**src/rtl/core/fk_pkg.sv**
```systemverilog
// ----------------------------------------------------------------------------
// fk_pkg: shared types, constants and fixed-point helpers
// Holds the Q-format types and the rounding and saturation helpers used by the
// pipeline stages. Also holds the polynomial sine and cosine used to build the
// trig lookup.
// ----------------------------------------------------------------------------
`default_nettype none

package fk_pkg;

    // Q1.14 trig value (magnitude at most 16384)
    typedef logic signed [15:0] t_trig;
    // wide signed Q14 intermediate; the chained sums stay below 2^18
    typedef logic signed [19:0] t_fx;
    // one configuration register
    typedef logic [9:0] t_len;

    typedef enum logic [1:0] {
        ADJ_NONE = 2'd0,
        ADJ_PI   = 2'd1,
        ADJ_NEG  = 2'd2
    } t_adj;

    typedef enum logic [1:0] {
        REG_BASE   = 2'd0,
        REG_UPPER  = 2'd1,
        REG_FORE   = 2'd2,
        REG_FLANGE = 2'd3
    } t_reg_idx;

    typedef struct packed {
        t_len base;
        t_len upper;
        t_len fore;
        t_len flange;
    } t_cfg;

    // sines and cosines of the last three joints
    typedef struct packed {
        t_trig s4;
        t_trig c4;
        t_trig s5;
        t_trig c5;
        t_trig s6;
        t_trig c6;
    } t_wrist;

    // inputs of one pose row: three partial products and the upper-arm term
    typedef struct packed {
        t_fx p;
        t_fx q;
        t_fx r;
        t_fx ext;
    } t_row_in;

    typedef struct packed {
        logic signed [15:0] rot0;
        logic signed [15:0] rot1;
        logic signed [15:0] rot2;
        logic signed [16:0] pos;
    } t_row_out;

    typedef struct packed {
        logic signed [15:0] rot_xx;
        logic signed [15:0] rot_xy;
        logic signed [15:0] rot_xz;
        logic signed [15:0] rot_yx;
        logic signed [15:0] rot_yy;
        logic signed [15:0] rot_yz;
        logic signed [15:0] rot_zx;
        logic signed [15:0] rot_zy;
        logic signed [15:0] rot_zz;
        logic signed [16:0] pos_x;
        logic signed [16:0] pos_y;
        logic signed [16:0] pos_z;
    } t_pose;

    localparam t_len RST_BASE   = 10'd360;
    localparam t_len RST_UPPER  = 10'd420;
    localparam t_len RST_FORE   = 10'd400;
    localparam t_len RST_FLANGE = 10'd126;

    localparam logic signed [31:0] INV_TWO_PI_Q32 = 32'sd683565276;
    localparam logic [63:0] HALF_PI_Q30 = 64'd1686629713;
    localparam logic [63:0] Q30_ONE     = 64'd1073741824;

    localparam int ROT_MAX = 16384;
    localparam int POS_MAX = 65535;
    localparam int POS_MIN = -65536;

    // register stages from input to the result register: trig 3, chain 3, row 4
    localparam int LAT = 10;
    // result queue; also the limit on requests in flight
    localparam int FIFO_DEPTH = 16;

    // sine polynomial, Q2.30, floored products and divisions
    function automatic logic [63:0] sin_q30(input logic [63:0] x);
        logic [63:0] x2;
        logic [63:0] t;
        begin
            x2 = (x * x) >> 30;
            t  = Q30_ONE;
            t  = Q30_ONE - ((x2 * t) >> 30) / 156;
            t  = Q30_ONE - ((x2 * t) >> 30) / 110;
            t  = Q30_ONE - ((x2 * t) >> 30) / 72;
            t  = Q30_ONE - ((x2 * t) >> 30) / 42;
            t  = Q30_ONE - ((x2 * t) >> 30) / 20;
            t  = Q30_ONE - ((x2 * t) >> 30) / 6;
            return (x * t) >> 30;
        end
    endfunction

    // cosine polynomial, Q2.30, clamped at zero
    function automatic logic [63:0] cos_q30(input logic [63:0] x);
        logic [63:0] x2;
        logic [63:0] t;
        logic [63:0] d;
        begin
            x2 = (x * x) >> 30;
            t  = Q30_ONE;
            t  = Q30_ONE - ((x2 * t) >> 30) / 132;
            t  = Q30_ONE - ((x2 * t) >> 30) / 90;
            t  = Q30_ONE - ((x2 * t) >> 30) / 56;
            t  = Q30_ONE - ((x2 * t) >> 30) / 30;
            t  = Q30_ONE - ((x2 * t) >> 30) / 12;
            d  = ((x2 * t) >> 30) / 2;
            return (d >= Q30_ONE) ? 64'd0 : Q30_ONE - d;
        end
    endfunction

    // round a Q30 value to Q1.14
    function automatic logic [14:0] q30_to_q14(input logic [63:0] x);
        logic [63:0] y;
        begin
            y = (x + 64'd32768) >> 16;
            return y[14:0];
        end
    endfunction

    // a*b rounded to Q14
    function automatic t_fx mul1(input t_fx a, input t_fx b);
        logic signed [39:0] p;
        logic signed [39:0] y;
        begin
            p = a * b;
            y = (p + 40'sd8192) >>> 14;
            return y[19:0];
        end
    endfunction

    // a*b + c*d rounded to Q14
    function automatic t_fx mac2(input t_fx a, input t_fx b, input t_fx c, input t_fx d);
        logic signed [40:0] p;
        logic signed [40:0] y;
        begin
            p = a * b + c * d;
            y = (p + 41'sd8192) >>> 14;
            return y[19:0];
        end
    endfunction

    function automatic logic signed [15:0] sat_rot(input t_fx x);
        begin
            if (x > t_fx'(ROT_MAX)) begin
                return 16'(ROT_MAX);
            end else if (x < -t_fx'(ROT_MAX)) begin
                return -16'(ROT_MAX);
            end
            return x[15:0];
        end
    endfunction

    function automatic logic signed [16:0] sat_pos(input logic signed [23:0] x);
        begin
            if (x > 24'(POS_MAX)) begin
                return 17'(POS_MAX);
            end else if (x < 24'(POS_MIN)) begin
                return 17'(POS_MIN);
            end
            return x[16:0];
        end
    endfunction

endpackage

`default_nettype wire

```
**src/rtl/core/fk_trig.sv**
```systemverilog
// ----------------------------------------------------------------------------
// fk_trig: joint angle to sine and cosine, three stages
// Stage 1 scales the angle to a turn phase, stage 2 maps the phase to a table
// index, stage 3 reads the quarter-wave table and applies the quadrant.
// DEPTH must be a multiple of four.
// ----------------------------------------------------------------------------
`default_nettype none

module fk_trig import fk_pkg::*; #(
    parameter int   AW    = 16,
    parameter int   DEPTH = 1024,
    parameter t_adj ADJ   = ADJ_NONE
) (
    input  wire logic                 i_clk,
    input  wire logic signed [AW-1:0] i_angle,
    output t_trig                     o_sin,
    output t_trig                     o_cos
);

    localparam int F  = AW - 3;
    localparam int PW = AW + 32;
    localparam int QD = DEPTH / 4;
    localparam int KW = $clog2(DEPTH + 1);
    localparam int IW = $clog2(DEPTH);
    localparam int JW = $clog2(QD);
    localparam logic signed [PW-1:0] RND = PW'(1) << (F - 1);

    // quarter-wave table, built at elaboration
    logic [14:0] w_sv [QD];
    logic [14:0] w_cv [QD];

    for (genvar j = 0; j < QD; j++) begin : g_tab
        localparam logic [63:0] T = (64'(4 * j) * HALF_PI_Q30 + 64'(DEPTH / 2)) / 64'(DEPTH);
        assign w_sv[j] = q30_to_q14(sin_q30(T));
        assign w_cv[j] = q30_to_q14(cos_q30(T));
    end

    // stage 1: turn phase with the joint offset
    logic signed [PW-1:0] n_prod;
    logic [31:0]          n_phase;
    logic [31:0]          r_phase;

    always_comb begin
        n_prod = PW'(i_angle) * PW'(INV_TWO_PI_Q32) + RND;
        case (ADJ)
            ADJ_PI:  n_phase = n_prod[F+31:F] + 32'h8000_0000;
            ADJ_NEG: n_phase = 32'd0 - n_prod[F+31:F];
            default: n_phase = n_prod[F+31:F];
        endcase
    end

    always_ff @(posedge i_clk) begin
        r_phase <= n_phase;
    end

    // stage 2: table index for sine and cosine phase
    logic [31:0]   w_ph  [2];
    logic [IW-1:0] n_k   [2];
    logic [IW-1:0] r_k   [2];

    assign w_ph[0] = r_phase;
    assign w_ph[1] = r_phase + 32'h4000_0000;

    for (genvar n = 0; n < 2; n++) begin : g_idx
        logic [63:0]   w_pk;
        logic [KW-1:0] w_kr;
        assign w_pk = 64'(w_ph[n]) * 64'(DEPTH) + 64'h8000_0000;
        assign w_kr = w_pk[KW+31:32];
        // wrap a full turn back to zero
        assign n_k[n] = (w_kr >= KW'(DEPTH)) ? IW'(w_kr - KW'(DEPTH)) : IW'(w_kr);
    end

    always_ff @(posedge i_clk) begin
        r_k <= n_k;
    end

    // stage 3: quadrant split, table read, sign
    t_trig n_val [2];
    t_trig r_val [2];

    for (genvar n = 0; n < 2; n++) begin : g_lut
        logic [1:0]    w_qd;
        logic [JW-1:0] w_j;
        logic [15:0]   w_s;
        logic [15:0]   w_c;

        always_comb begin
            if (r_k[n] >= IW'(3 * QD)) begin
                w_qd = 2'd3;
                w_j  = JW'(r_k[n] - IW'(3 * QD));
            end else if (r_k[n] >= IW'(2 * QD)) begin
                w_qd = 2'd2;
                w_j  = JW'(r_k[n] - IW'(2 * QD));
            end else if (r_k[n] >= IW'(QD)) begin
                w_qd = 2'd1;
                w_j  = JW'(r_k[n] - IW'(QD));
            end else begin
                w_qd = 2'd0;
                w_j  = JW'(r_k[n]);
            end
            w_s = {1'b0, w_sv[w_j]};
            w_c = {1'b0, w_cv[w_j]};
            case (w_qd)
                2'd0:    n_val[n] = w_s;
                2'd1:    n_val[n] = w_c;
                2'd2:    n_val[n] = -w_s;
                default: n_val[n] = -w_c;
            endcase
        end
    end

    always_ff @(posedge i_clk) begin
        r_val <= n_val;
    end

    assign o_sin = r_val[0];
    assign o_cos = r_val[1];

endmodule

`default_nettype wire

```
**config.mk**
```make
export PLATFORM = sky130hd
export DESIGN_NAME = fk_trig
export DESIGN_NICKNAME = d
export VERILOG_FILES = /design/src/rtl/core/fk_pkg.sv /design/src/rtl/core/fk_trig.sv
export SDC_FILE = /design/constraint.sdc
export NUM_CORES = 1
export LEC_CHECK = 0
export BUFFER_PORTS_ARGS = -buffer_cell sky130_fd_sc_hd__buf_4
export CORE_AREA = 3 3 198 200
export DETAILED_ROUTE_END_ITERATION = 6
export DIE_AREA = 0 0 201 203
export PLACE_DENSITY = 0.67
export SYNTH_ARGS = -nofsm -noshare
export SYNTH_HDL_FRONTEND = slang
export SYNTH_SLANG_ARGS = --single-unit
export TNS_END_PERCENT = 10
```
**constraint.sdc**
```tcl
create_clock -name i_clk -period 11.07 [get_ports i_clk]
set_clock_uncertainty 0.2 [all_clocks]
set_input_delay 2.7675 -clock i_clk [delete_from_list [all_inputs] [get_ports i_clk]]
set_output_delay 2.7675 -clock i_clk [all_outputs]
set_load 0.05 [all_outputs]
```
==> flow_metrics.tcl, run 1 <==
set metrics [dict create \
    setup_tns_ps 0 \
    area_delta_synth_final_pct 3.77 \
    grt_start_max_net_pins 167 \
    cts.sinks 55 \
    clk_pin_slew_ps 70 \
    ys.warnings.count 0 \
    postCtsHoldBufs 0 \
    utilization 0.516 \
    vias_per_cell 6.93 \
    violations "DRC" \
    drt-total-wl_mm 81.9 \
    syn_avg_cell_area_sq_um 7.69 \
    antenna_cells 0 \
    ant_nets 0 \
    dieArea_sq_um 40800 \
    gr-usage-all-layers 0.387 \
    worstHoldStart "r_phase[25]$_DFF_P_" \
    clock_latency_ps 300 \
    cts_resized 0 \
    place_congestion 1.06 \
    synth_top_flop_cell "dfxtp_1" \
    final_nets 2727 \
    rrSetupSlack_ps 4150 \
    postCtsSetupRepairBufs 0 \
    ys_async_sr_fraction 0 \
    crit_path_top_delay_cell "a2111oi_0" \
    period_minus_slack_ps 10400 \
    setup.worst_path.start_class "input port" \
    antenna_found_initial 1 \
    wl_per_cell_um 28.8 \
    cts_buffers 5 \
    finalHoldViolations 0 \
    stdcell_area_sq_um 19400 \
    tightest_slew_ps 1370 \
    ys_seq_elements 55 \
    fmax_ghz 0.0962 \
    vias 19726 \
    core_sq_um 37600 \
    synth_edf_count 0 \
    outcome "complete, but fails checks" \
    rows 71 \
    h-tree-depth 2 \
    slew_violations 0 \
    rsz0062_at_grt "no" \
    required_ps 11050 \
    setup_viol 0 \
    cp.arrival_ps 10380 \
    clockBufferDepth 2 \
    crit_chain "buf_4 > fa_1 > inv_1 > fa_1 > fa_1 > fa_1 > inv_1 > fa_1 > inv_1 > fa_1 > inv_1 > ha_1 > a21oi_1 > o21ai_0 > or2_2 > a2111oi_0 > nand4_1 > nor4_1 > nand4_1 > and4b_1 > nand2_1 > mux2i_1 > or3_1" \
    syn_inst 2427 \
    place_area_sq_um 19200 \
    die_y_um 203 \
    grt_pass1_vias 19367 \
    drc 2 \
    drive_gt1_frac 0.0767 \
    min_period_over_period 0.939 \
    seq_area_frac_synth 0.0590 \
    path_common_cell "fa_1" \
    cts_root_buf "clkbuf_16" \
    worstSetupStartpoint "i_angle[4]" \
    cts_tree "built" \
    hpwl_mm 61.4 \
    max_cap_viol_count 0 \
    yosysUniqueCellTypes 95 \
    die_w_um 201 \
    cp-end-kind "flop" \
    start_util 0.497 \
    ios 49 \
    dr.pass1.iters 7 \
    max-slew-margin-rel 0.0832 \
    netlist_area_sq_um 18700 \
    synth_fp_nets 2820 \
    hp-class "flop to flop" \
    critPathKind "input port to flop" \
    crit_fanout 11 \
    grt-ovfl-total 0 \
    cpPeakStageDelay_ps 690 \
    port_buffers 48 \
    first_iter_violations 2488 \
    reg2reg_from "r_k[0]$_DFF_P_" \
    grt_pass1_wl_mm 122 \
]
routing by layer:
metal	share of wire	track usage	up-vias
met1	0.36	0.455	9496
met4	0.080	0.246	0
met5	0	0	-
met3	0.091	0.0717	365
met2	0.47	0.652	1266
li1	-	-	8599
registers in the layout (all words and copies together), names as in the netlist:
signal and flops:
o_sin 16, r_phase 11, r_k 12, o_cos 16
logic make-up (layout without fill, tap and decap cells):
group,after synthesis,count (layout),synth area share
and+or+nand+nor,698,698,0.190
buffers and inverters,473,381,0.101
DFF,55,55,0.0590
xor gates and xnor gates,40,40,0.0188
adders and majority gates,376,376,0.308
AOI/OAI and AO/OA,712,712,0.268
muxes,73,73,0.0560
layout by cell type, fill, tap and decap left out, drive strengths merged, types with 28 or more instances in the layout:
cell,count
inv,286
ha,238
o21ai,165
nand2,161
nor2,150
fa,138
a21oi,114
buf,87
nand3,68
nor3,65
dfxtp,55
nand2b,52
a211oi,51
nor2b,38
o311ai,37
mux2i,35
o211ai,30
a31oi,29
a311oi,29
and2,28
critical path, delay by kind of cell:
kind,cells,cell delay (ps)
adders and majority gates,7,3620
buffers and inverters,5,400
and+or+nand+nor,7,2120
muxes,1,150
AOI/OAI and AO/OA,3,1290
through the flow:
stage / setup WS [ps] / instances / hold slack [ps]
detailed placement: 386 / 2838 / 243
global route: 172 / 2846 / 280
floorplan: 1560 / 2427 / 231
CTS: 717 / 2846 / 257
finish: 673 / 2846 / 254
global placement: 478 / 2838 / 236
final timing paths:
kind / end / cells past startpoint
max: r_phase[27]$_DFF_P_ / 23
min: r_k[3]$_DFF_P_ / 1
max reg2reg: o_cos[8]$_DFF_P_ / 15
min reg2reg: r_k[3]$_DFF_P_ / 1
Yosys cell counts (55+ instances only):
master,count,area [sq um]
nor3_1,65,325
a21oi_1,114,571
nand3_1,68,340
buf_2,61,305
dfxtp_1,55,1100
ha_1,238,2980
clkbuf_1,99,372
fa_1,138,2760
inv_1,284,1070
nor2_1,149,559
o21ai_0,159,796
nand2_1,160,601
layout make-up:
type / count / area, sq um
multi-input cells: 1899 / 15700
fillers: 3751 / 18200
clock inverters: 2 / 60.1
inverters: 286 / 1070
repair buffers: 87 / 678
flip-flops and latches: 55 / 1110
clock buffers: 6 / 129
well taps: 511 / 639
Power of run 1 is not shown: default switching activity piles up to over one toggle a cycle in this logic, so the estimate is an artifact.
==> run 2: changes to the inputs <==
- CORE_AREA: 3 3 198 200 -> 3 3 221 223
- DIE_AREA: 0 0 201 203 -> 0 0 224 226
- PLACE_DENSITY: 0.67 -> 0.57
==> flow_metrics.tcl, run 2 (synthesized netlist as in run 1, its figures left out) <==
set metrics [dict create \
    die_y_um 226 \
    critPathKind "input port to flop" \
    wl_met2_mm 34.4 \
    cp-end-kind "flop" \
    cts.sinks 55 \
    port_buffers 48 \
    outcome "completed" \
    r2r-end "o_cos[10]$_DFF_P_" \
    crit_fanout 10 \
    hp-class "flop to flop" \
    crit_path_top_delay_cell "fa_1" \
    fillers 4866 \
    grt-ovfl-total 0 \
    grt_pass1_wl_mm 119 \
    worstHoldStart "r_phase[29]$_DFF_P_" \
    rsz0062_at_grt "no" \
    h-tree-depth 2 \
    period_minus_slack_ps 10360 \
    rows 79 \
    numPlacedInstances 2933 \
    finalHoldViolations 0 \
    antenna_cells 0 \
    worst_hold_path.num_cells 1 \
    cts_tree "built" \
    clock_latency_ps 290 \
    postCtsHoldBufs 0 \
    ff2ff_path_depth 15 \
    multiInputGateArea_sq_um 15700 \
    setup_viol 0 \
    min_to "r_k[7]$_DFF_P_" \
    gr-usage-all-layers 0.303 \
    reg2reg_from "r_k[0]$_DFF_P_" \
    cts_root_buf "clkbuf_16" \
    hpwl_mm 59.7 \
    setup_tns_ps 0 \
    utilization 0.415 \
    crit_chain "buf_4 > fa_1 > inv_1 > fa_1 > fa_1 > inv_1 > fa_1 > inv_1 > fa_1 > fa_1 > inv_1 > ha_1 > a21oi_1 > o21ai_0 > o21ai_0 > a21oi_1 > o21ai_0 > a2bb2oi_1 > and4_1 > and4b_1 > nand2_1 > mux2i_1 > or3_1" \
    dr.pass1.iters 6 \
    postCtsSetupRepairBufs 0 \
    drt-total-wl_mm 79.4 \
    required_ps 11050 \
    ant_nets 0 \
    die_w_um 224 \
    max-slew-margin-rel 0.142 \
    clk_pin_slew_ps 70 \
    final_nets 2726 \
    antenna_found_initial 0 \
    top_layer "met4" \
    layout.cells.non_filler 2941 \
    wl_per_cell_um 27.0 \
    grt_start_max_net_pins 170 \
    cts_resized 0 \
    drive_gt1_frac 0.0763 \
    area_delta_synth_final_pct 4.06 \
    core_sq_um 46800 \
    first_iter_violations 2791 \
    ios 49 \
    min_period_over_period 0.936 \
    fmax_ghz 0.0965 \
    met3_length_mm 7.65 \
    final-seq-area_sq_um 1110 \
    drc 0 \
    dieArea_sq_um 50600 \
    cpPeakStageDelay_ps 670 \
    grt_pass1_vias 18644 \
    cts_buffers 5 \
    path_common_cell "fa_1" \
    final_common_cell "inv_1" \
    tightest_slew_ps 1280 \
    place_congestion 1.03 \
    start_util 0.399 \
    final_cell_mix "inv_1 (283), ha_1 (238), nand2_1 (160)" \
    rrSetupSlack_ps 4110 \
    wl_met1_mm 32.9 \
    slew_violations 0 \
    vias_per_cell 6.66 \
    max_cap_viol_count 0 \
    vias 19600 \
    clockBufferDepth 2 \
    cp.arrival_ps 10340 \
    setup.worst_path.start_class "input port" \
]
[run 2: cell types whose count changed in the layout (fill, tap and decap cells not counted), sizes merged]
| cell | delta |
|---|---|
| buf | -1 |
| clkinvlp | +2 |
| clkbuf | -1 |
| bufinv | -2 |
| clkinv | +1 |
[run 2: through the flow]
stage | area, sq um | hold WS (ps) | setup WS [ps]
final | 19400 | 266 | 710
after global placement | 19300 | 249 | 629
after detailed placement | 19300 | 255 | 501
after global routing | 19400 | 288 | 269
after CTS | 19400 | 270 | 770
after floorplan | 18700 | 231 | 1560
[run 2: layout make-up]
cell class / instances / area share
clock buffer: 5 / 0.00644
clock inverter: 3 / 0.00103
inverter: 286 / 0.0553
multi-input combinational: 1899 / 0.807
sequential: 55 / 0.0573
tap: 607 / 0.0391
timing repair buffer: 86 / 0.0339
[run 2: worst max path at each step]
stage                          endpoint  cells after the start  startpoint
global route        r_phase[31]$_DFF_P_                     23  i_angle[4]
finish              r_phase[27]$_DFF_P_                     23  i_angle[4]
global placement    r_phase[27]$_DFF_P_                     23  i_angle[4]
CTS                 r_phase[27]$_DFF_P_                     23  i_angle[4]
detailed placement  r_phase[27]$_DFF_P_                     23  i_angle[4]
floorplan           r_phase[27]$_DFF_P_                     24  i_angle[4]
[run 2: critical path: cells and delay by family]
family          cells  cell delay, ps
mux                 1             150
fa+ha+maj           7            3710
buf+inv             5             410
compound gates      6            2030
simple gates        4            1270
[run 2: metal layers]
| metal | up-vias | global-route usage |
|---|---|---|
| met4 | 0 | 0.142 |
| met5 | - | 0 |
| met1 | 9582 | 0.412 |
| met2 | 1180 | 0.467 |
| met3 | 249 | 0.0564 |
| li1 | 8589 | - |
Power of run 2 is left out for the same reason.
